### src/hdl/ihv_pkg.sv
// shared types and constants for the ipv4 header validator
// used by every module of the block; no dependencies
`timescale 1ns / 1ps

package ihv_pkg;

  localparam int COUNT_W = 17;
  localparam int BYTE_W  = 8;
  localparam int SUM_W   = 16;
  localparam int TLEN_W  = 16;
  localparam int FRAG_W  = 13;
  localparam int ADDR_W  = 32;
  localparam int HDR_W   = 6;
  localparam int L4_W    = 11;
  localparam int ERR_W   = 4;

  localparam int QDEPTH = 2;
  localparam int QPTR_W = $clog2(QDEPTH);
  localparam int QCNT_W = $clog2(QDEPTH + 1);

  localparam logic [COUNT_W-1:0] COUNT_MAX    = '1;
  localparam logic [COUNT_W-1:0] MIN_HDR      = COUNT_W'(20);
  localparam logic [BYTE_W-1:0]  PROTO_AH     = 8'd51;
  localparam logic [3:0]         IP_VERSION   = 4'd4;
  localparam logic [SUM_W-1:0]   SUM_GOOD     = 16'hFFFF;
  localparam logic [BYTE_W-1:0]  LOOPBACK_NET = 8'd127;

  typedef enum logic [ERR_W-1:0] {
    ERR_OK        = 4'd0,
    ERR_SHORT     = 4'd1,
    ERR_VERSION   = 4'd2,
    ERR_IHL       = 4'd3,
    ERR_CHECKSUM  = 4'd4,
    ERR_TINY_FRAG = 4'd5,
    ERR_OVERSIZE  = 4'd6,
    ERR_TRUNCATED = 4'd7,
    ERR_BAD_SRC   = 4'd8,
    ERR_LOOP_DST  = 4'd9,
    ERR_SAME_ADDR = 4'd10,
    ERR_SHORT_AH  = 4'd11
  } err_code_e;

  // everything the verdict needs, captured by the end of a packet
  typedef struct packed {
    logic [COUNT_W-1:0] len;
    logic [BYTE_W-1:0]  ver_ihl;
    logic [SUM_W-1:0]   sum;
    logic [TLEN_W-1:0]  total_len;
    logic [FRAG_W-1:0]  frag_units;
    logic [BYTE_W-1:0]  proto;
    logic [ADDR_W-1:0]  src_addr;
    logic [ADDR_W-1:0]  dst_addr;
    logic [BYTE_W-1:0]  ah_next;
    logic [BYTE_W-1:0]  ah_len;
  } hdr_rec_t;

endpackage

### src/hdl/ihv_front.sv
// byte front end: counts bytes, sums header words, captures header fields
// pushes one record per packet into the queue; depends on ihv_pkg
`timescale 1ns / 1ps

module ihv_front import ihv_pkg::*; (
  input  logic              clk_i,
  input  logic              rst_ni,
  input  logic              in_valid_i,
  output logic              in_ready_o,
  input  logic [BYTE_W-1:0] data_byte_i,
  input  logic              last_byte_i,
  output logic              push_o,
  output hdr_rec_t          rec_o,
  input  logic              q_ready_i
);

  logic [COUNT_W-1:0] count_q, count_d, count_upd;
  logic [SUM_W-1:0]   sum_q, sum_d, sum_upd;
  logic [BYTE_W-1:0]  hold_q, hold_d, hold_upd;
  logic [BYTE_W-1:0]  vib_q, vib_d, vib_upd;
  logic [TLEN_W-1:0]  tlen_q, tlen_d, tlen_upd;
  logic [FRAG_W-1:0]  frag_q, frag_d, frag_upd;
  logic [BYTE_W-1:0]  proto_q, proto_d, proto_upd;
  logic [ADDR_W-1:0]  sa_q, sa_d, sa_upd;
  logic [ADDR_W-1:0]  da_q, da_d, da_upd;
  logic [BYTE_W-1:0]  ahnh_q, ahnh_d, ahnh_upd;
  logic [BYTE_W-1:0]  ahlen_q, ahlen_d, ahlen_upd;

  logic               xfer;
  logic [BYTE_W-1:0]  vib_now;
  logic [HDR_W-1:0]   hdr_len;
  logic [HDR_W:0]     hdr_len_p1;
  logic [SUM_W:0]     word_sum;

  assign in_ready_o = q_ready_i;
  assign xfer       = in_valid_i && in_ready_o;
  assign push_o     = xfer && last_byte_i;

  // ihl is taken from the live byte when this is the first one
  assign vib_now    = (count_q == '0) ? data_byte_i : vib_q;
  assign hdr_len    = {vib_now[3:0], 2'b00};
  assign hdr_len_p1 = {1'b0, hdr_len} + (HDR_W+1)'(1);
  assign word_sum   = {1'b0, sum_q} + {1'b0, hold_q, data_byte_i};

  always_comb begin
    count_upd = count_q;
    sum_upd   = sum_q;
    hold_upd  = hold_q;
    vib_upd   = vib_q;
    tlen_upd  = tlen_q;
    frag_upd  = frag_q;
    proto_upd = proto_q;
    sa_upd    = sa_q;
    da_upd    = da_q;
    ahnh_upd  = ahnh_q;
    ahlen_upd = ahlen_q;
    if (xfer) begin
      unique case (count_q)
        COUNT_W'(0): vib_upd = data_byte_i;
        COUNT_W'(2): tlen_upd = {data_byte_i, tlen_q[7:0]};
        COUNT_W'(3): tlen_upd = {tlen_q[15:8], data_byte_i};
        COUNT_W'(6): frag_upd = {data_byte_i[4:0], frag_q[7:0]};
        COUNT_W'(7): frag_upd = {frag_q[12:8], data_byte_i};
        COUNT_W'(9): proto_upd = data_byte_i;
        COUNT_W'(12), COUNT_W'(13), COUNT_W'(14), COUNT_W'(15):
          sa_upd = {sa_q[ADDR_W-BYTE_W-1:0], data_byte_i};
        COUNT_W'(16), COUNT_W'(17), COUNT_W'(18), COUNT_W'(19):
          da_upd = {da_q[ADDR_W-BYTE_W-1:0], data_byte_i};
        default: ;
      endcase
      // first two bytes right after the ip header, used when it is an ah
      if (count_q == COUNT_W'(hdr_len)) ahnh_upd = data_byte_i;
      if (count_q == COUNT_W'(hdr_len_p1)) ahlen_upd = data_byte_i;
      if (count_q < COUNT_W'(hdr_len)) begin
        if (!count_q[0]) begin
          hold_upd = data_byte_i;
        end else begin
          sum_upd = word_sum[SUM_W-1:0] + SUM_W'(word_sum[SUM_W]);
        end
      end
      if (count_q != COUNT_MAX) count_upd = count_q + COUNT_W'(1);
    end
  end

  always_comb begin
    rec_o.len        = count_upd;
    rec_o.ver_ihl    = vib_upd;
    rec_o.sum        = sum_upd;
    rec_o.total_len  = tlen_upd;
    rec_o.frag_units = frag_upd;
    rec_o.proto      = proto_upd;
    rec_o.src_addr   = sa_upd;
    rec_o.dst_addr   = da_upd;
    rec_o.ah_next    = ahnh_upd;
    rec_o.ah_len     = ahlen_upd;
  end

  // packet end clears everything for the next packet
  always_comb begin
    if (push_o) begin
      count_d = '0;
      sum_d   = '0;
      hold_d  = '0;
      vib_d   = '0;
      tlen_d  = '0;
      frag_d  = '0;
      proto_d = '0;
      sa_d    = '0;
      da_d    = '0;
      ahnh_d  = '0;
      ahlen_d = '0;
    end else begin
      count_d = count_upd;
      sum_d   = sum_upd;
      hold_d  = hold_upd;
      vib_d   = vib_upd;
      tlen_d  = tlen_upd;
      frag_d  = frag_upd;
      proto_d = proto_upd;
      sa_d    = sa_upd;
      da_d    = da_upd;
      ahnh_d  = ahnh_upd;
      ahlen_d = ahlen_upd;
    end
  end

  always_ff @(posedge clk_i or negedge rst_ni) begin
    if (!rst_ni) begin
      count_q <= '0;
      sum_q   <= '0;
      hold_q  <= '0;
      vib_q   <= '0;
      tlen_q  <= '0;
      frag_q  <= '0;
      proto_q <= '0;
      sa_q    <= '0;
      da_q    <= '0;
      ahnh_q  <= '0;
      ahlen_q <= '0;
    end else begin
      count_q <= count_d;
      sum_q   <= sum_d;
      hold_q  <= hold_d;
      vib_q   <= vib_d;
      tlen_q  <= tlen_d;
      frag_q  <= frag_d;
      proto_q <= proto_d;
      sa_q    <= sa_d;
      da_q    <= da_d;
      ahnh_q  <= ahnh_d;
      ahlen_q <= ahlen_d;
    end
  end

`ifndef SYNTHESIS
  a_clear_after_last: assert property (@(posedge clk_i) disable iff (!rst_ni)
    push_o |=> (count_q == '0) && (sum_q == '0) && (vib_q == '0))
    else $error("front state not cleared after last byte");

  a_idle_state_zero: assert property (@(posedge clk_i) disable iff (!rst_ni)
    (count_q == '0) |-> (sum_q == '0) && (hold_q == '0) && (sa_q == '0) && (ahnh_q == '0))
    else $error("captured state nonzero before first byte");

  a_count_step: assert property (@(posedge clk_i) disable iff (!rst_ni)
    (xfer && !last_byte_i && (count_q != COUNT_MAX)) |=> (count_q == $past(count_q) + 1'b1))
    else $error("byte count did not advance");
`endif

endmodule

### src/hdl/ihv_queue.sv
// short record queue between the byte front end and the verdict stage
// register based, QDEPTH entries; depends on ihv_pkg
`timescale 1ns / 1ps

module ihv_queue import ihv_pkg::*; (
  input  logic     clk_i,
  input  logic     rst_ni,
  input  logic     push_i,
  input  hdr_rec_t push_rec_i,
  output logic     push_ready_o,
  output logic     pop_valid_o,
  output hdr_rec_t pop_rec_o,
  input  logic     pop_ready_i
);

  hdr_rec_t           mem_q [QDEPTH];
  logic [QPTR_W-1:0]  wr_ptr_q, wr_ptr_d;
  logic [QPTR_W-1:0]  rd_ptr_q, rd_ptr_d;
  logic [QCNT_W-1:0]  count_q, count_d;
  logic               do_push, do_pop;

  assign push_ready_o = (count_q != QCNT_W'(QDEPTH));
  assign pop_valid_o  = (count_q != '0);
  assign pop_rec_o    = mem_q[rd_ptr_q];
  assign do_push      = push_i && push_ready_o;
  assign do_pop       = pop_valid_o && pop_ready_i;

  always_comb begin
    wr_ptr_d = wr_ptr_q;
    rd_ptr_d = rd_ptr_q;
    count_d  = count_q;
    if (do_push) begin
      wr_ptr_d = (wr_ptr_q == QPTR_W'(QDEPTH - 1)) ? '0 : wr_ptr_q + QPTR_W'(1);
    end
    if (do_pop) begin
      rd_ptr_d = (rd_ptr_q == QPTR_W'(QDEPTH - 1)) ? '0 : rd_ptr_q + QPTR_W'(1);
    end
    if (do_push && !do_pop) count_d = count_q + QCNT_W'(1);
    if (!do_push && do_pop) count_d = count_q - QCNT_W'(1);
  end

  always_ff @(posedge clk_i or negedge rst_ni) begin
    if (!rst_ni) begin
      wr_ptr_q <= '0;
      rd_ptr_q <= '0;
      count_q  <= '0;
    end else begin
      wr_ptr_q <= wr_ptr_d;
      rd_ptr_q <= rd_ptr_d;
      count_q  <= count_d;
    end
  end

  always_ff @(posedge clk_i) begin
    if (do_push) mem_q[wr_ptr_q] <= push_rec_i;
  end

`ifndef SYNTHESIS
  a_no_overflow: assert property (@(posedge clk_i) disable iff (!rst_ni)
    count_q <= QCNT_W'(QDEPTH))
    else $error("queue count beyond depth");

  a_push_only_when_room: assert property (@(posedge clk_i) disable iff (!rst_ni)
    push_i |-> push_ready_o)
    else $error("record pushed into full queue");

  a_count_tracks: assert property (@(posedge clk_i) disable iff (!rst_ni)
    1'b1 |=> (count_q == $past(count_q) + QCNT_W'($past(do_push)) - QCNT_W'($past(do_pop))))
    else $error("queue count out of step with transfers");
`endif

endmodule

### src/hdl/ihv_judge.sv
// verdict stage: runs the ordered checks on one packet record
// and holds the result in an output register; depends on ihv_pkg
`timescale 1ns / 1ps

module ihv_judge import ihv_pkg::*; (
  input  logic              clk_i,
  input  logic              rst_ni,
  input  logic              rec_valid_i,
  input  hdr_rec_t          rec_i,
  output logic              rec_ready_o,
  output logic              out_valid_o,
  input  logic              out_ready_i,
  output logic [ERR_W-1:0]  error_code_o,
  output logic [BYTE_W-1:0] upper_protocol_o,
  output logic [L4_W-1:0]   l4_offset_o
);

  logic               valid_q;
  err_code_e          err_q, err_d;
  logic [BYTE_W-1:0]  proto_q, proto_d;
  logic [L4_W-1:0]    l4_q, l4_d;

  logic [HDR_W-1:0]   hdr_len;
  logic [TLEN_W-1:0]  frag_bytes;
  logic [TLEN_W:0]    end_off;
  logic [COUNT_W-1:0] ah_end;
  logic [BYTE_W:0]    ah_words;
  logic               load;

  assign load        = rec_valid_i && (!valid_q || out_ready_i);
  assign rec_ready_o = !valid_q || out_ready_i;

  assign hdr_len    = {rec_i.ver_ihl[3:0], 2'b00};
  assign frag_bytes = {rec_i.frag_units, 3'b000};
  assign end_off    = {1'b0, frag_bytes} + {1'b0, rec_i.total_len};
  assign ah_end     = COUNT_W'(hdr_len) + COUNT_W'(8);
  assign ah_words   = {1'b0, rec_i.ah_len} + (BYTE_W+1)'(2);

  always_comb begin
    err_d   = ERR_OK;
    proto_d = '0;
    l4_d    = '0;
    priority if (rec_i.len < MIN_HDR) begin
      err_d = ERR_SHORT;
    end else if (rec_i.ver_ihl[7:4] != IP_VERSION) begin
      err_d = ERR_VERSION;
    end else if (COUNT_W'(hdr_len) < MIN_HDR) begin
      err_d = ERR_IHL;
    end else if (rec_i.len < COUNT_W'(hdr_len)) begin
      err_d = ERR_SHORT;
    end else if (rec_i.sum != SUM_GOOD) begin
      err_d = ERR_CHECKSUM;
    end else if ((frag_bytes != '0) && (COUNT_W'(rec_i.total_len) == MIN_HDR)) begin
      err_d = ERR_TINY_FRAG;
    end else if (end_off[TLEN_W]) begin
      err_d = ERR_OVERSIZE;
    end else if (COUNT_W'(rec_i.total_len) > rec_i.len) begin
      err_d = ERR_TRUNCATED;
    end else if ((rec_i.src_addr[31:29] == 3'b111) ||
                 (rec_i.src_addr[31:24] == LOOPBACK_NET) ||
                 (rec_i.src_addr == '1)) begin
      // class d/e, loopback, limited broadcast
      err_d = ERR_BAD_SRC;
    end else if (rec_i.dst_addr[31:24] == LOOPBACK_NET) begin
      err_d = ERR_LOOP_DST;
    end else if (rec_i.src_addr == rec_i.dst_addr) begin
      err_d = ERR_SAME_ADDR;
    end else if (rec_i.proto == PROTO_AH) begin
      if (ah_end > rec_i.len) begin
        err_d = ERR_SHORT_AH;
      end else begin
        proto_d = rec_i.ah_next;
        l4_d    = L4_W'(hdr_len) + {ah_words, 2'b00};
      end
    end else begin
      proto_d = rec_i.proto;
      l4_d    = L4_W'(hdr_len);
    end
  end

  always_ff @(posedge clk_i or negedge rst_ni) begin
    if (!rst_ni) begin
      valid_q <= 1'b0;
    end else if (load) begin
      valid_q <= 1'b1;
    end else if (out_ready_i) begin
      valid_q <= 1'b0;
    end
  end

  always_ff @(posedge clk_i) begin
    if (load) begin
      err_q   <= err_d;
      proto_q <= proto_d;
      l4_q    <= l4_d;
    end
  end

  assign out_valid_o      = valid_q;
  assign error_code_o     = err_q;
  assign upper_protocol_o = proto_q;
  assign l4_offset_o      = l4_q;

endmodule

### src/hdl/ipv4_header_validator.sv
// The last byte's record passes through the record queue, then the verdict register.
// Throughput: one byte per cycle, back to back, across packet boundaries;
// the byte front end stalls only when the two-record queue is full.
// Reset: asynchronous, active low; clears byte count, checksum, captured
// fields, queue pointers and output valid. No clearing pass is needed.
// top level: front end, record queue and verdict stage; depends on ihv_pkg
`timescale 1ns / 1ps

module ipv4_header_validator import ihv_pkg::*; (
  input  logic              clk_i,
  input  logic              rst_ni,
  input  logic              in_valid_i,
  output logic              in_ready_o,
  input  logic [BYTE_W-1:0] data_byte_i,
  input  logic              last_byte_i,
  output logic              out_valid_o,
  input  logic              out_ready_i,
  output logic [ERR_W-1:0]  error_code_o,
  output logic [BYTE_W-1:0] upper_protocol_o,
  output logic [L4_W-1:0]   l4_offset_o
);

  logic     push, push_ready;
  hdr_rec_t push_rec;
  logic     pop_valid, pop_ready;
  hdr_rec_t pop_rec;

  ihv_front u_front (
    .clk_i       (clk_i),
    .rst_ni      (rst_ni),
    .in_valid_i  (in_valid_i),
    .in_ready_o  (in_ready_o),
    .data_byte_i (data_byte_i),
    .last_byte_i (last_byte_i),
    .push_o      (push),
    .rec_o       (push_rec),
    .q_ready_i   (push_ready)
  );

  ihv_queue u_queue (
    .clk_i        (clk_i),
    .rst_ni       (rst_ni),
    .push_i       (push),
    .push_rec_i   (push_rec),
    .push_ready_o (push_ready),
    .pop_valid_o  (pop_valid),
    .pop_rec_o    (pop_rec),
    .pop_ready_i  (pop_ready)
  );

  ihv_judge u_judge (
    .clk_i            (clk_i),
    .rst_ni           (rst_ni),
    .rec_valid_i      (pop_valid),
    .rec_i            (pop_rec),
    .rec_ready_o      (pop_ready),
    .out_valid_o      (out_valid_o),
    .out_ready_i      (out_ready_i),
    .error_code_o     (error_code_o),
    .upper_protocol_o (upper_protocol_o),
    .l4_offset_o      (l4_offset_o)
  );

endmodule
### config.mk
export PLATFORM = sky130hd
export DESIGN_NAME = ipv4_header_validator
export DESIGN_NICKNAME = d
export VERILOG_FILES = /design/src/hdl/ihv_pkg.sv /design/src/hdl/ihv_front.sv /design/src/hdl/ihv_queue.sv /design/src/hdl/ihv_judge.sv /design/src/hdl/ipv4_header_validator.sv
export SDC_FILE = /design/constraint.sdc
export NUM_CORES = 1
export LEC_CHECK = 0
export ABC_CLOCK_PERIOD_IN_PS = 8100
export BUFFER_PORTS_ARGS = -buffer_cell sky130_fd_sc_hd__clkbuf_2
export CAP_MARGIN = 20
export CORE_MARGIN = 3
export CORE_UTILIZATION = 45
export DETAILED_ROUTE_END_ITERATION = 10
export PLACE_DENSITY_LB_ADDON = 0.2
export SETUP_SLACK_MARGIN = 0.1
export SLEW_MARGIN = 10
export SYNTH_ARGS = -nofsm -noshare
export SYNTH_HDL_FRONTEND = slang
export SYNTH_SLANG_ARGS = --single-unit
export TNS_END_PERCENT = 50
### constraint.sdc
create_clock -name clk_i -period 8.1 [get_ports clk_i]
set_clock_uncertainty 0.1 [all_clocks]
set_input_delay 1.62 -clock clk_i [delete_from_list [all_inputs] [get_ports clk_i]]
set_output_delay 1.62 -clock clk_i [all_outputs]
set_load 0.02 [all_outputs]
# Word level (Yosys, flattened, before mapping)
# Memory sizes are Yosys's and may differ from the RTL's.
# Index checks and enable logic that the tools add are counted.
dict set report word_totals {
  ff_bits 194
  latch_bits 0
  ram_bits 316
  mem_bits_ro 0
  output_inout_bits 25
  word_cells 154
  mem_count 1
}
# name words word_bits read_ports rd_ports_with_merged_regs write_ports line
set memory_table {}
lappend memory_table {u_queue.mem_q 2 158 1 0 1 ihv_queue.sv:16} ;# hdr_rec_t mem_q [QDEPTH];
dict set report op_classes {
  add_sub_neg 12
  n_mul 0
  div_mod_pow 0
  order_cmp 6
  eq_ne 27
  n_shift 0
  mux 59
  bitwise_logic 1
  reduce_logical 27
}
# op n
set op_table {}
lappend op_table {{32-bit 2-to-1 mux} 6}
lappend op_table {{8-bit 2-to-1 mux} 18}
lappend op_table {{16-bit 2-to-1 mux} 6}
lappend op_table {{17-bit by 4-bit == test with 1-bit output (second input constant)} 5}
lappend op_table {{17-bit by 5-bit == test with 1-bit output (second input constant)} 4}
lappend op_table {{17-bit 2-to-1 mux} 3}
lappend op_table {{16-bit by 16-bit adder with 17-bit output} 2}
lappend op_table {{17-bit by 2-bit == test with 1-bit output (second input constant)} 2}
lappend op_table {{17-bit by 3-bit == test with 1-bit output (second input constant)} 2}
lappend op_table {{17-bit by 6-bit less-than comparator with 1-bit output} 2}
lappend op_table {{32-bit == test} 1}
lappend op_table {{32-bit == test (second input constant)} 1}
lappend op_table {{16-bit case mux with 2 select lines} 1}
lappend op_table {{13-bit 2-to-1 mux} 2}
lappend op_table {{13-bit case mux with 2 select lines} 1}
lappend op_table {{4-bit 2-to-1 mux} 5}
lappend op_table {{17-bit by 1-bit adder with 17-bit output (second input constant)} 1}
lappend op_table {{17-bit by 6-bit == test with 1-bit output} 1}
lappend op_table {{17-bit by 7-bit == test with 1-bit output} 1}
lappend op_table {{16-bit by 17-bit greater-than comparator with 1-bit output} 1}
lappend op_table {{17-bit greater-than comparator} 1}
lappend op_table {{17-bit logical NOT} 1}
lappend op_table {{17-bit by 5-bit less-than comparator with 1-bit output (second input constant)} 1}
lappend op_table {{17-bit != test (second input constant)} 1}
lappend op_table {{32 further kinds} 63}

# Logic depth before layout (Yosys ltp)
# Gate-level depths: netlist of run 1.
# An unclocked memory read counts as a cell.
dict set report depth {
  ltp_word 15
  ltp_mapped 18
  mapped_depth_nobuf 18
}

# Hierarchy
# Synthesis of run 1 repeated with hierarchy kept, for this count alone.
dict set report hier_totals {
  cells_unflattened 1624
  hier_area_um2 23775.3
}
# mod n_inst cells_per_inst area_each_um2 seq_area_each_um2
set modules_own_cells {}
lappend modules_own_cells {ihv_queue 1 509 12017.8 9589.2}
lappend modules_own_cells {ihv_front 1 795 8841.0 4154.0}
lappend modules_own_cells {ihv_judge 1 320 2916.5 655.6}

# Least setup slack after synthesis of run 1
# Ideal clock, no wire load.
dict set report synth_timing {
  path_kind {input-to-reg}
  from {input last_byte_i}
  to {memory u_queue.mem_q[0][0] (netlist bit) (enable)}
  setup_ps 678
  arrival_ps 9041
  required_ps 7322
  slack_ps -1719
  stages 6
  path_buffers 3
  cell_sequence {and3_1 -> clkbuf_1 -> inv_1 -> clkbuf_1 -> clkbuf_1 -> nor2_1}
}
dict set report synth_between {
  elab_chain_len 4
}
# element line
set synth_lines {}
lappend synth_lines {{start, declared} ipv4_header_validator.sv:15} ;# input logic last_byte_i,
lappend synth_lines {{1-bit logical AND} ihv_front.sv:37} ;# assign push_o = xfer && last_byte_i;
lappend synth_lines {{1-bit logical AND} ihv_queue.sv:25} ;# assign do_push = push_i && push_ready_o;
lappend synth_lines {{1-bit 2-to-1 mux} ihv_queue.sv:55} ;# if (do_push) mem_q[wr_ptr_q] <= push_rec_i;
lappend synth_lines {{1-bit 2-to-1 mux (implied by the code)} ihv_queue.sv:55}
lappend synth_lines {{end, declared} ihv_queue.sv:16}
# No other way between the ends.

==> results of run 1 <==
final cells by class:
type	instances	area (sq um)
timing repair buffer	46	299
tap	664	831
fill	4204	24000
inverter	28	106
multi-input combinational	1032	8020
sequential	508	14400
clock buffer	71	1490
clock inverter	28	313
placed cells by master, fill, tap and decap left out, types with 21 or more instances in the layout:
cell type  instances
and2_1           160
clkbuf_16         54
mux2_2           120
nor3_1            34
nor4_1            27
inv_1             27
ha_1              68
a22o_1            38
dfrtp_1          170
mux2i_1           35
xor2_1            49
nand3_1           25
nand2_1           48
a21oi_1           49
edfxtp_1         337
nor2_1            57
o21ai_0           21
clkbuf_2          34
nand4_1           34
xnor2_1           64
logic make-up (layout without fill, tap and decap cells):
logic type | Yosys count | count (layout)
compound gates | 204 | 204
buf+inv | 94 | 173
mux | 165 | 165
simple gates | 474 | 474
flops | 508 | 508
xor+xnor | 115 | 115
other cells | 1 | 2
fa+ha+maj | 72 | 72
critical path, delay by kind of cell:
family / cells / cell delay (ps)
and+or+nand+nor: 6 / 1170
AOI/OAI and AO/OA: 6 / 1010
adders and majority gates: 4 / 990
buffers and inverters: 2 / 380
xor gates and xnor gates: 1 / 200
through the flow:
step / utilization / power [mW]
after floorplan: - / 5.34
after global placement: 0.478 / 5.94
after detailed placement: 0.478 / 5.98
after CTS: 0.514 / 8.47
after global routing: 0.515 / 8.87
final: 0.515 / 8.40
metal layers:
metal  vias up  track usage  routed length (um)
met3        63       0.0290                1810
met1      6493        0.279               24200
met4         0       0.0453                1000
met2       233        0.296               22700
met5         -            0                   0
li1       6137            -                   -
final timing paths:
check	from	to	cells after the start
hold reg to reg	u_queue.count_q[1]$_DFFE_PN0P_	u_queue.count_q[1]$_DFFE_PN0P_	1
setup reg to reg	u_queue.rd_ptr_q$_DFFE_PN0P_	u_judge.upper_protocol_o[7]$_SDFFCE_PP0P_	11
max in group asynchronous	rst_ni	u_front.sa_q[7]$_DFF_PN0_	2
hold / removal	u_queue.count_q[1]$_DFFE_PN0P_	u_queue.count_q[1]$_DFFE_PN0P_	1
setup / recovery	data_byte_i[0]	u_queue.mem_q[1][129]$_DFFE_PP_	19
min in group asynchronous	rst_ni	u_front.count_q[10]$_DFF_PN0_	1
power by group:
| group | leakage, nW | internal (mW) | total (mW) | switching (mW) |
|---|---|---|---|---|
| clock network | 0.872 | 1.45 | 2.47 | 1.01 |
| logic | 3.64 | 0.953 | 2.37 | 1.42 |
| registers | 5.51 | 3.32 | 3.56 | 0.245 |
| total | 10.0 | 5.72 | 8.40 | 2.68 |
registers in the layout (all words and copies together), names as in the netlist:
| signal | flops |
|---|---|
| u_queue.count_q | 2 |
| u_front.da_q | 32 |
| u_front.ahnh_q | 8 |
| u_front.sum_q | 16 |
| u_judge.upper_protocol_o | 8 |
| u_judge.out_valid_o | 1 |
| u_front.tlen_q | 16 |
| u_front.count_q | 17 |
| u_queue.rd_ptr_q | 1 |
| u_judge.l4_offset_o | 9 |
| u_front.proto_q | 8 |
| u_queue.mem_q | 316 |
| u_front.vib_q | 8 |
| u_judge.error_code_o | 4 |
| u_front.sa_q | 32 |
| u_front.frag_q | 13 |
| u_front.hold_q | 8 |
| u_front.ahlen_q | 8 |
| u_queue.wr_ptr_q | 1 |
==> run metrics, run 1 <==
proportion of synthesized area in mux cells 0.0798; n_diodes 0; core area between 40000 and 50000 sq um; P per Cell Area between 300 and 400 nW/um^2; Starting DRT DRC Count slightly above 900; area grow syn2layout 11.7%; slowest stage delay, CP 450 ps; Hold Violations, Final 0; post-synthesis xor/xnor area fraction 0.0449; Setup violations, final 0; Synth top area share 0.444; status finished clean; Synth Area per Inst about 14 sq um; Die Y-Extent ~230 um; placed cells 2277; I/O pin count 38; Slew @ Worst Pin 1180 ps; Site Rows between 80 and 90; Hold Buf Count CTS 0; Slew Limit Fails 0; minimum clock period 5170 ps; vias in the first global route roughly 13000; area post-placement 23600 sq um; pin count of the biggest net entering global routing approximately 140; Root Driver clkbuf_16; worst min path class reg2reg; CTS tree done; antenna violations before repair 1; Worst slew margin 0.213; Setup WS post-layout just under 3000 ps; synthesis-stage register bit count 508; nets ~1800; VDD IR-drop max around 0.00022 V; post-route cell area between 20000 and 30000 sq um; clk sink count ~510; RSZ-0062 raised after global routing no; max-cap violations 0; layout cells sized above 1 0.170; Die ar. 53400 sq um; Critical Path Sink Type flop; Setup crit start kind input port; main combinational cell family by area after synthesis simple AND/OR/NAND/NOR gates; register-to-register setup slack roughly 3300 ps; via count 12900; pre-CTS WS ~2300 ps; via/cell ratio 5.44; commonest cells in the netlist edfxtp_1 (337), dfrtp_1 (171), and2_1 (161), mux2_2 (120), ha_1 (68); Final Non-Filler Cells 2377; DR pass1 iterations 4; Starting Density 0.461; clk buf depth 3; Synth Flop Type edfxtp_1; Tcrit/Tclk final 0.638; number of synthesized flops with an enable pin between 300 and 400; sum of negative setup slack 0 ps; Post-DP HPWL 33000 um; total grt overflow 0; I/O Buffers 35; Yosys cell types 84; Worst-path clk slew roughly 60 ps; Worst Path Required 8320 ps; H-tree levels 2; Num CTS Buffers between 50 and 60; first-pass GRT wire length ~78000 um; Synth Area in Simple Gates 0.121; leak pwr roughly 10 nW; Total Routing Usage GR 0.189; post-synth top area cell edfxtp_1; sequential area share after synthesis 0.632; cell with the most instances after synthesis edfxtp_1; Ys Warns 0; WL final around 50000 um; Critical Path Fanout Max 13; DR DRC count 0; Syn Inst Count 1633; critical path type in2reg; fmax about 190 MHz; routed len/inst around 21 um; ys async rst share 0.337; crit path cell chain clkbuf_2 -> ha_1 -> inv_1 -> fa_1 -> nand2b_1 -> a21o_1 -> a211oi_2 -> o41ai_2 -> nor2b_1 -> o21ai_0 -> nand2b_1 -> ha_1 -> ha_1 -> nand2_1 -> o21bai_1 -> nor4_1 -> and3_1 -> xor2_1 -> a21oi_1; Adder-Cell Fraction of Synth Area 0.0400; CP most frequent cell ha_1; top cells by area, synth edfxtp_1 (44%), dfrtp_1 (19%), mux2_2 (5.9%); Arr. time, crit path about 5400 ps; slowest CP cell nor4_1; clk_lat worst skew approximately 600 ps; Synth Area in Compound Gates 0.0645; ANT nets after route 0; die width 231 um; post-CTS sizing 0; Min Hold Slack about 400 ps; post-CTS setup buffer count 0; area of the mapped netlist 22800 sq um; GP Congestion 0.831
(Power assumes the default switching activity.)
==> run 2, diff against run 1 <==
- ABC_AREA: default -> 1
- ABC_CLOCK_PERIOD_IN_PS: 8100 -> 5400
- clock period: 8.1 -> 5.4 ns (I/O delays scaled with it)
==> run 2 against run 1 <==
Compared with the run above: sequential share of layout area down 1.5 points; sequential cell count unchanged; combinational power up 77%; power up 55%; via count up 25%; hold slack better by 10 ps; synthesized area up 3.0%; final area up 2.8%; critical path depth up 6; count of clock-buffer cells in the layout up 1; largest power group unchanged.
==> run metrics, run 2 <==
Synth top area share 0.431 (-0.0130); CP most frequent cell nand2_1; sequential area share after synthesis 0.614 (-0.0185); WL final 54900 um (+11%); area of the mapped netlist 23500 sq um (+3.0%); post-route cell area 26200 sq um (+2.8%); Critical Path Sink Type flop; number of synthesized flops with an enable pin 337 (unchanged); core area 51400 sq um (+3.9%); clk sink count 508 (unchanged); slowest CP cell fa_1; first-pass GRT wire length 86400 um (+11%); leak pwr 11.9 nW (+18%); n_diodes 0 (unchanged); worst min path class in2async; sum of negative setup slack 0 ps (unchanged); synthesis-stage register bit count 508 (unchanged); ys async rst share 0.337 (unchanged); Setup crit start kind input port; DR DRC count 0 (unchanged); Ys Warns 0 (unchanged); pin count of the biggest net entering global routing 122 (-15%); antenna violations before repair 0 (-1); max-cap violations 0 (unchanged); Slew @ Worst Pin 1100 ps (-84.5 ps); Worst-path clk slew 60 ps (about the same); Largest register FFs 316 (unchanged); metal1 wirelength 26200 um (+8.3%); nets 2519 (+44%); ANT nets after route 0 (unchanged); R2R depth 17 (+6); top cells by area, synth edfxtp_1 (43%), dfrtp_1 (18%), nand2_1 (12%); most common cell after layout, fill and taps aside nand2_1; DR pass1 iterations 6 (+2); clk buf depth 3 (unchanged); register with the most flip-flops u_queue.mem_q; P per Cell Area 497 nW/um^2 (+51%); CTS tree done; Critical Path Fanout Max 6 (-7); slowest stage delay, CP 470 ps (+20 ps); Max Used Layer met4; Starting Density 0.457 (-0.00407); Worst slew margin 0.264 (+0.0507); register-to-register setup slack 1380 ps (-1920 ps); fmax 242 MHz; I/O pin count 38 (unchanged); DR WL met3 2810 um (+56%); commonest cells in the netlist nand2_1 (758), edfxtp_1 (337), inv_1 (245), dfrtp_1 (171), a21oi_1 (170); Min Hold Slack 415 ps (+10.3 ps); VDD IR-drop max 0.000303 V (+39%); commonest non-fill, non-tap cells in the layout nand2_1 (758), edfxtp_1 (337), inv_1 (245); minimum clock period between 4000 and 5000 ps; via count 16200 (+25%); status finished clean; Total Routing Usage GR 0.202 (+0.0127); crit path buf inv count 5 (+3); cell with the most instances after synthesis nand2_1; final design utilization 0.509 (-0.00561); Tcrit/Tclk final 0.765; metal2 WL 24900 um (+9.4%); post-CTS sizing 0 (unchanged); area post-placement 24500 sq um (+3.6%); Starting DRT DRC Count 1263 (+37%); largest registers u_queue.mem_q: 316 flops, u_front.da_q: 32 flops, u_front.sa_q: 32 flops; Setup violations, final 0 (unchanged); FF-to-FF Start u_front.count_q[12]$_DFF_PN0_; via/cell ratio 5.13 (-5.7%); Site Rows 83 (+2.5%); Hold Violations, Final 0 (unchanged); I/O Buffers 35 (unchanged); die width 234 um (+1.5%); Num CTS Buffers 53 (unchanged); H-tree levels 2 (unchanged); worst reg2reg endpoint u_queue.mem_q[1][124]$_DFFE_PP_; Synth Area per Inst 9.84 sq um (-29%); RSZ-0062 raised after global routing no; Hold Buf Count CTS 0 (unchanged); Arr. time, crit path 4370 ps (-1020 ps); Syn Inst Count 2384 (+46%); Die Y-Extent 234 um (+1.5%); area grow syn2layout 11.5%; GP Congestion 0.850 (+2.3%); Synth Flop Type edfxtp_1; Worst Path Required 5640 ps (-2680 ps); Top delay family on crit path simple AND/OR/NAND/NOR gates; post-CTS setup buffer count 0 (unchanged); Slew Limit Fails 0 (unchanged); layout cells sized above 1 0.0822 (-0.0882); CP Depth 25 (+6); routed len/inst 17.4 um (-17%); Post-DP HPWL 36200 um (+9.5%); post-synth top area cell edfxtp_1; clk_lat worst skew 610 ps (about the same); Root Driver clkbuf_16; Yosys cell types 51 (-39%); vias in the first global route 15800 (+21%); Die ar. 54900 sq um (+2.9%); critical path type in2reg; total grt overflow 0 (unchanged)
## run 2: through the flow
step / instances / power, mW / setup WS [ps]
after detailed placement: 3061 / 9.59 / 650
after floorplan: 2385 / 8.41 / -1060
after global routing: 3161 / 13.9 / 699
after global placement: 3060 / 9.44 / 716
final: 3161 / 13.0 / 1270
after CTS: 3161 / 13.1 / 1290
## run 2: power breakdown
part	internal (mW)	leakage (nW)	switching (mW)	total, mW
clock	2.00	0.814	1.50	3.50
combinational	1.34	5.54	2.86	4.20
sequential	5.05	5.52	0.261	5.31
## run 2: worst max-delay path by stage
stage                    from                         endpoint  slack (ps)
2_1_floorplan      in_valid_i    u_queue.mem_q[0][0]$_DFFE_PP_       -1060
3_3_place_gp   data_byte_i[0]  u_queue.mem_q[1][129]$_DFFE_PP_         720
3_5_place_dp   data_byte_i[1]  u_queue.mem_q[1][128]$_DFFE_PP_         650
4_1_cts        data_byte_i[1]  u_queue.mem_q[1][128]$_DFFE_PP_        1290
5_1_grt        data_byte_i[1]  u_queue.mem_q[0][129]$_DFFE_PP_         700
6_report       data_byte_i[1]  u_queue.mem_q[1][128]$_DFFE_PP_        1270
## run 2: final cells by class
type	instances	area (sq um)
Clock inverter	28	238
Tap cell	680	851
Timing Repair Buffer	61	434
Multi-Input combinational cell	1563	7880
Inverter	249	935
Clock buffer	72	1430
Sequential cell	508	14400
Fill cell	4619	25200
## run 2: kinds of logic after synthesis
group / Yosys count / synth area share
compound gates: 304 / 0.0703
fa+ha+maj: 70 / 0.0380
other cells: 1 / 0.000160
flops: 508 / 0.614
simple gates: 1111 / 0.196
mux: 8 / 0.00341
xor+xnor: 68 / 0.0254
buf+inv: 314 / 0.0529
## run 2: layer usage
| layer | vias up | GRT usage |
|---|---|---|
| met4 | 0 | 0.0483 |
| met5 | - | 0 |
| met1 | 7798 | 0.293 |
| met2 | 345 | 0.319 |
| li1 | 7981 | - |
| met3 | 79 | 0.0328 |
==> run 3, diff against run 2 <==
- ABC_CLOCK_PERIOD_IN_PS: 5400 -> 3600
- clock period: 5.4 -> 3.6 ns (I/O delays scaled with it)
==> run 3 against run 2 <==
Compared with the run above: final cell count is 3.1% higher; wire length is 1.0% higher; largest power group unchanged; worst setup slack worse by 1300 ps; sequential cell count stayed put.
==> run metrics, run 3 (synthesized netlist as in run 2, its figures left out) <==
Setup violations, final 0 (unchanged); Starting Density 0.457 (unchanged); core area 51400 sq um (unchanged); first-pass GRT wire length 86600 um (+0.22%); Critical Path Sink Type flop; leak pwr 12.5 nW (+5.1%); Critical Path Fanout Max 4 (-2); Die Y-Extent 234 um (unchanged); Largest register FFs 316 (unchanged); Num CTS Buffers 51 (-3.8%); Total Routing Usage GR 0.203 (+0.00163); Worst slew margin 0.414 (+0.150); ANT nets after route 0 (unchanged); Root Driver clkbuf_16; die width 234 um (unchanged); Setup crit start kind flop; VDD IR-drop max 0.000451 V (+49%); FF+latch area 14400 sq um (about the same); routed len/inst 17.0 um (-2.0%); area grow syn2layout 16.8%; FF-to-FF Start u_front.sum_q[0]$_DFF_PN0_; Worst Path Required 3840 ps (-1800 ps); area post-placement 25200 sq um (+2.7%); Final Non-Filler Cells 3258 (+3.1%); DR pass1 iterations 5 (-1); pre-CTS WS -665 ps (-1320 ps); H-tree levels 2 (unchanged); clk sink count 508 (unchanged); via/cell ratio 5.06 (-1.3%); clk_lat worst skew 600 ps (about the same); minimum clock period ~3600 ps; antenna violations before repair 0 (unchanged); Starting DRT DRC Count 1179 (-6.7%); via count 16500 (+1.8%); Post-DP HPWL 37300 um (+3.3%); fmax ~280 MHz; Die ar. 54900 sq um (unchanged); most common cell after layout, fill and taps aside nand2_1; Setup WS post-layout 8.44 ps (-1260 ps); register with the most flip-flops u_queue.mem_q; Hold Buf Count CTS 0 (unchanged); P per Cell Area 751 nW/um^2 (+51%); max-cap violations 0 (unchanged); vias in the first global route 16100 (+2.1%); RSZ-0062 raised after global routing yes; CTS tree done; nets 2618 (+3.9%); DR DRC count 0 (unchanged); post-route cell area 27400 sq um (+4.8%); Arr. time, crit path 3830 ps (-540 ps); Hold Violations, Final 0 (unchanged); largest registers u_queue.mem_q: 316 flops, u_front.da_q: 32 flops, u_front.sa_q: 32 flops; I/O Buffers 35 (unchanged); Site Rows 83 (unchanged); clk buf depth 3 (unchanged); commonest non-fill, non-tap cells in the layout nand2_1 (745), edfxtp_1 (337), inv_1 (236); pin count of the biggest net entering global routing 158 (+30%); total grt overflow 0 (unchanged); GP Congestion 0.890 (+4.7%); n_diodes 0 (unchanged); I/O pin count 38 (unchanged); multi-input logic area 8110 sq um (+2.9%); layout cells sized above 1 0.145 (+0.0632); Slew Limit Fails 0 (unchanged); status finished clean; worst min path class in2async; Slew @ Worst Pin 879 ps (-217 ps); fill count 4484 (-2.9%); worst setup path start u_front.sum_q[0]$_DFF_PN0_; WL final 55500 um (+1.0%); placed cells 3135 (+2.4%); Tcrit/Tclk final 0.998; Worst-path clk slew 70 ps (about the same); critical path type reg2reg
[run 3: critical path: stages, from the launching register on]
cell,delay (ps)
dfrtp_1,390
ha_4,160
inv_2,40
fa_2,360
inv_2,60
nand3_2,60
nand2_2,80
nand2_2,50
nand2_2,70
nand3_2,80
nand2_2,90
a21oi_2,50
o21bai_1,180
ha_2,240
ha_4,150
inv_2,30
nor2_1,70
nand2_1,100
nor2_4,140
nand2_2,90
nor2_4,130
nand3b_1,180
inv_1,120
nand2_1,60
nand2_1,60
nand3_1,60
nand2_1,80
inv_1,50
[run 3: through the flow]
step / hold slack, ps / utilization / setup TNS (ps) / total power [mW]
2_1_floorplan: 324 / - / -165780 / 12.6
3_3_place_gp: 401 / 0.489 / -13450 / 14.6
3_5_place_dp: 413 / 0.490 / -14310 / 14.8
4_1_cts: 34.4 / 0.528 / -164 / 20.5
5_1_grt: 63.3 / 0.533 / -1560 / 21.9
6_report: 33.2 / 0.533 / 0 / 20.6
[run 3: worst paths after layout]
kind                                              endpoint  slack (ps)  depth (start not counted)
setup / recovery           u_queue.mem_q[1][131]$_DFFE_PP_           8                         27
hold / removal                u_front.count_q[7]$_DFF_PN0_          30                          1
setup reg to reg           u_queue.mem_q[1][131]$_DFFE_PP_           8                         27
hold reg to reg               u_front.tlen_q[10]$_DFF_PN0_         430                          2
max in group asynchronous        u_front.da_q[9]$_DFF_PN0_        2580                          2
min in group clk_i            u_front.tlen_q[10]$_DFF_PN0_         430                          2
[run 3: timing repair]
action,in CTS,in global routing
resized for setup,28,66
buffers inserted,15,15
pin swaps,16,31
endpoints found under the setup margin,23,86
[run 3: area by class of cell]
| type | instances | share of cell area |
|---|---|---|
| clock inverters | 24 | 0.00949 |
| inverters | 249 | 0.0346 |
| clock buffers | 72 | 0.0558 |
| repair buffers | 162 | 0.0482 |
| flip-flops and latches | 508 | 0.525 |
| well taps | 680 | 0.0310 |
| multi-input cells | 1563 | 0.296 |
[run 3: per-layer routing]
layer / global-route usage / wire [um]
met2: 0.337 / 26200
met3: 0.0407 / 2950
met5: 0 / 0
met4: 0.0494 / 1100
met1: 0.277 / 25300
[run 3: power breakdown]
group	internal, mW	switching [mW]	total (mW)
logic	2.53	4.59	7.12
registers	7.56	0.366	7.93
clock network	3.28	2.28	5.55
total	13.4	7.23	20.6
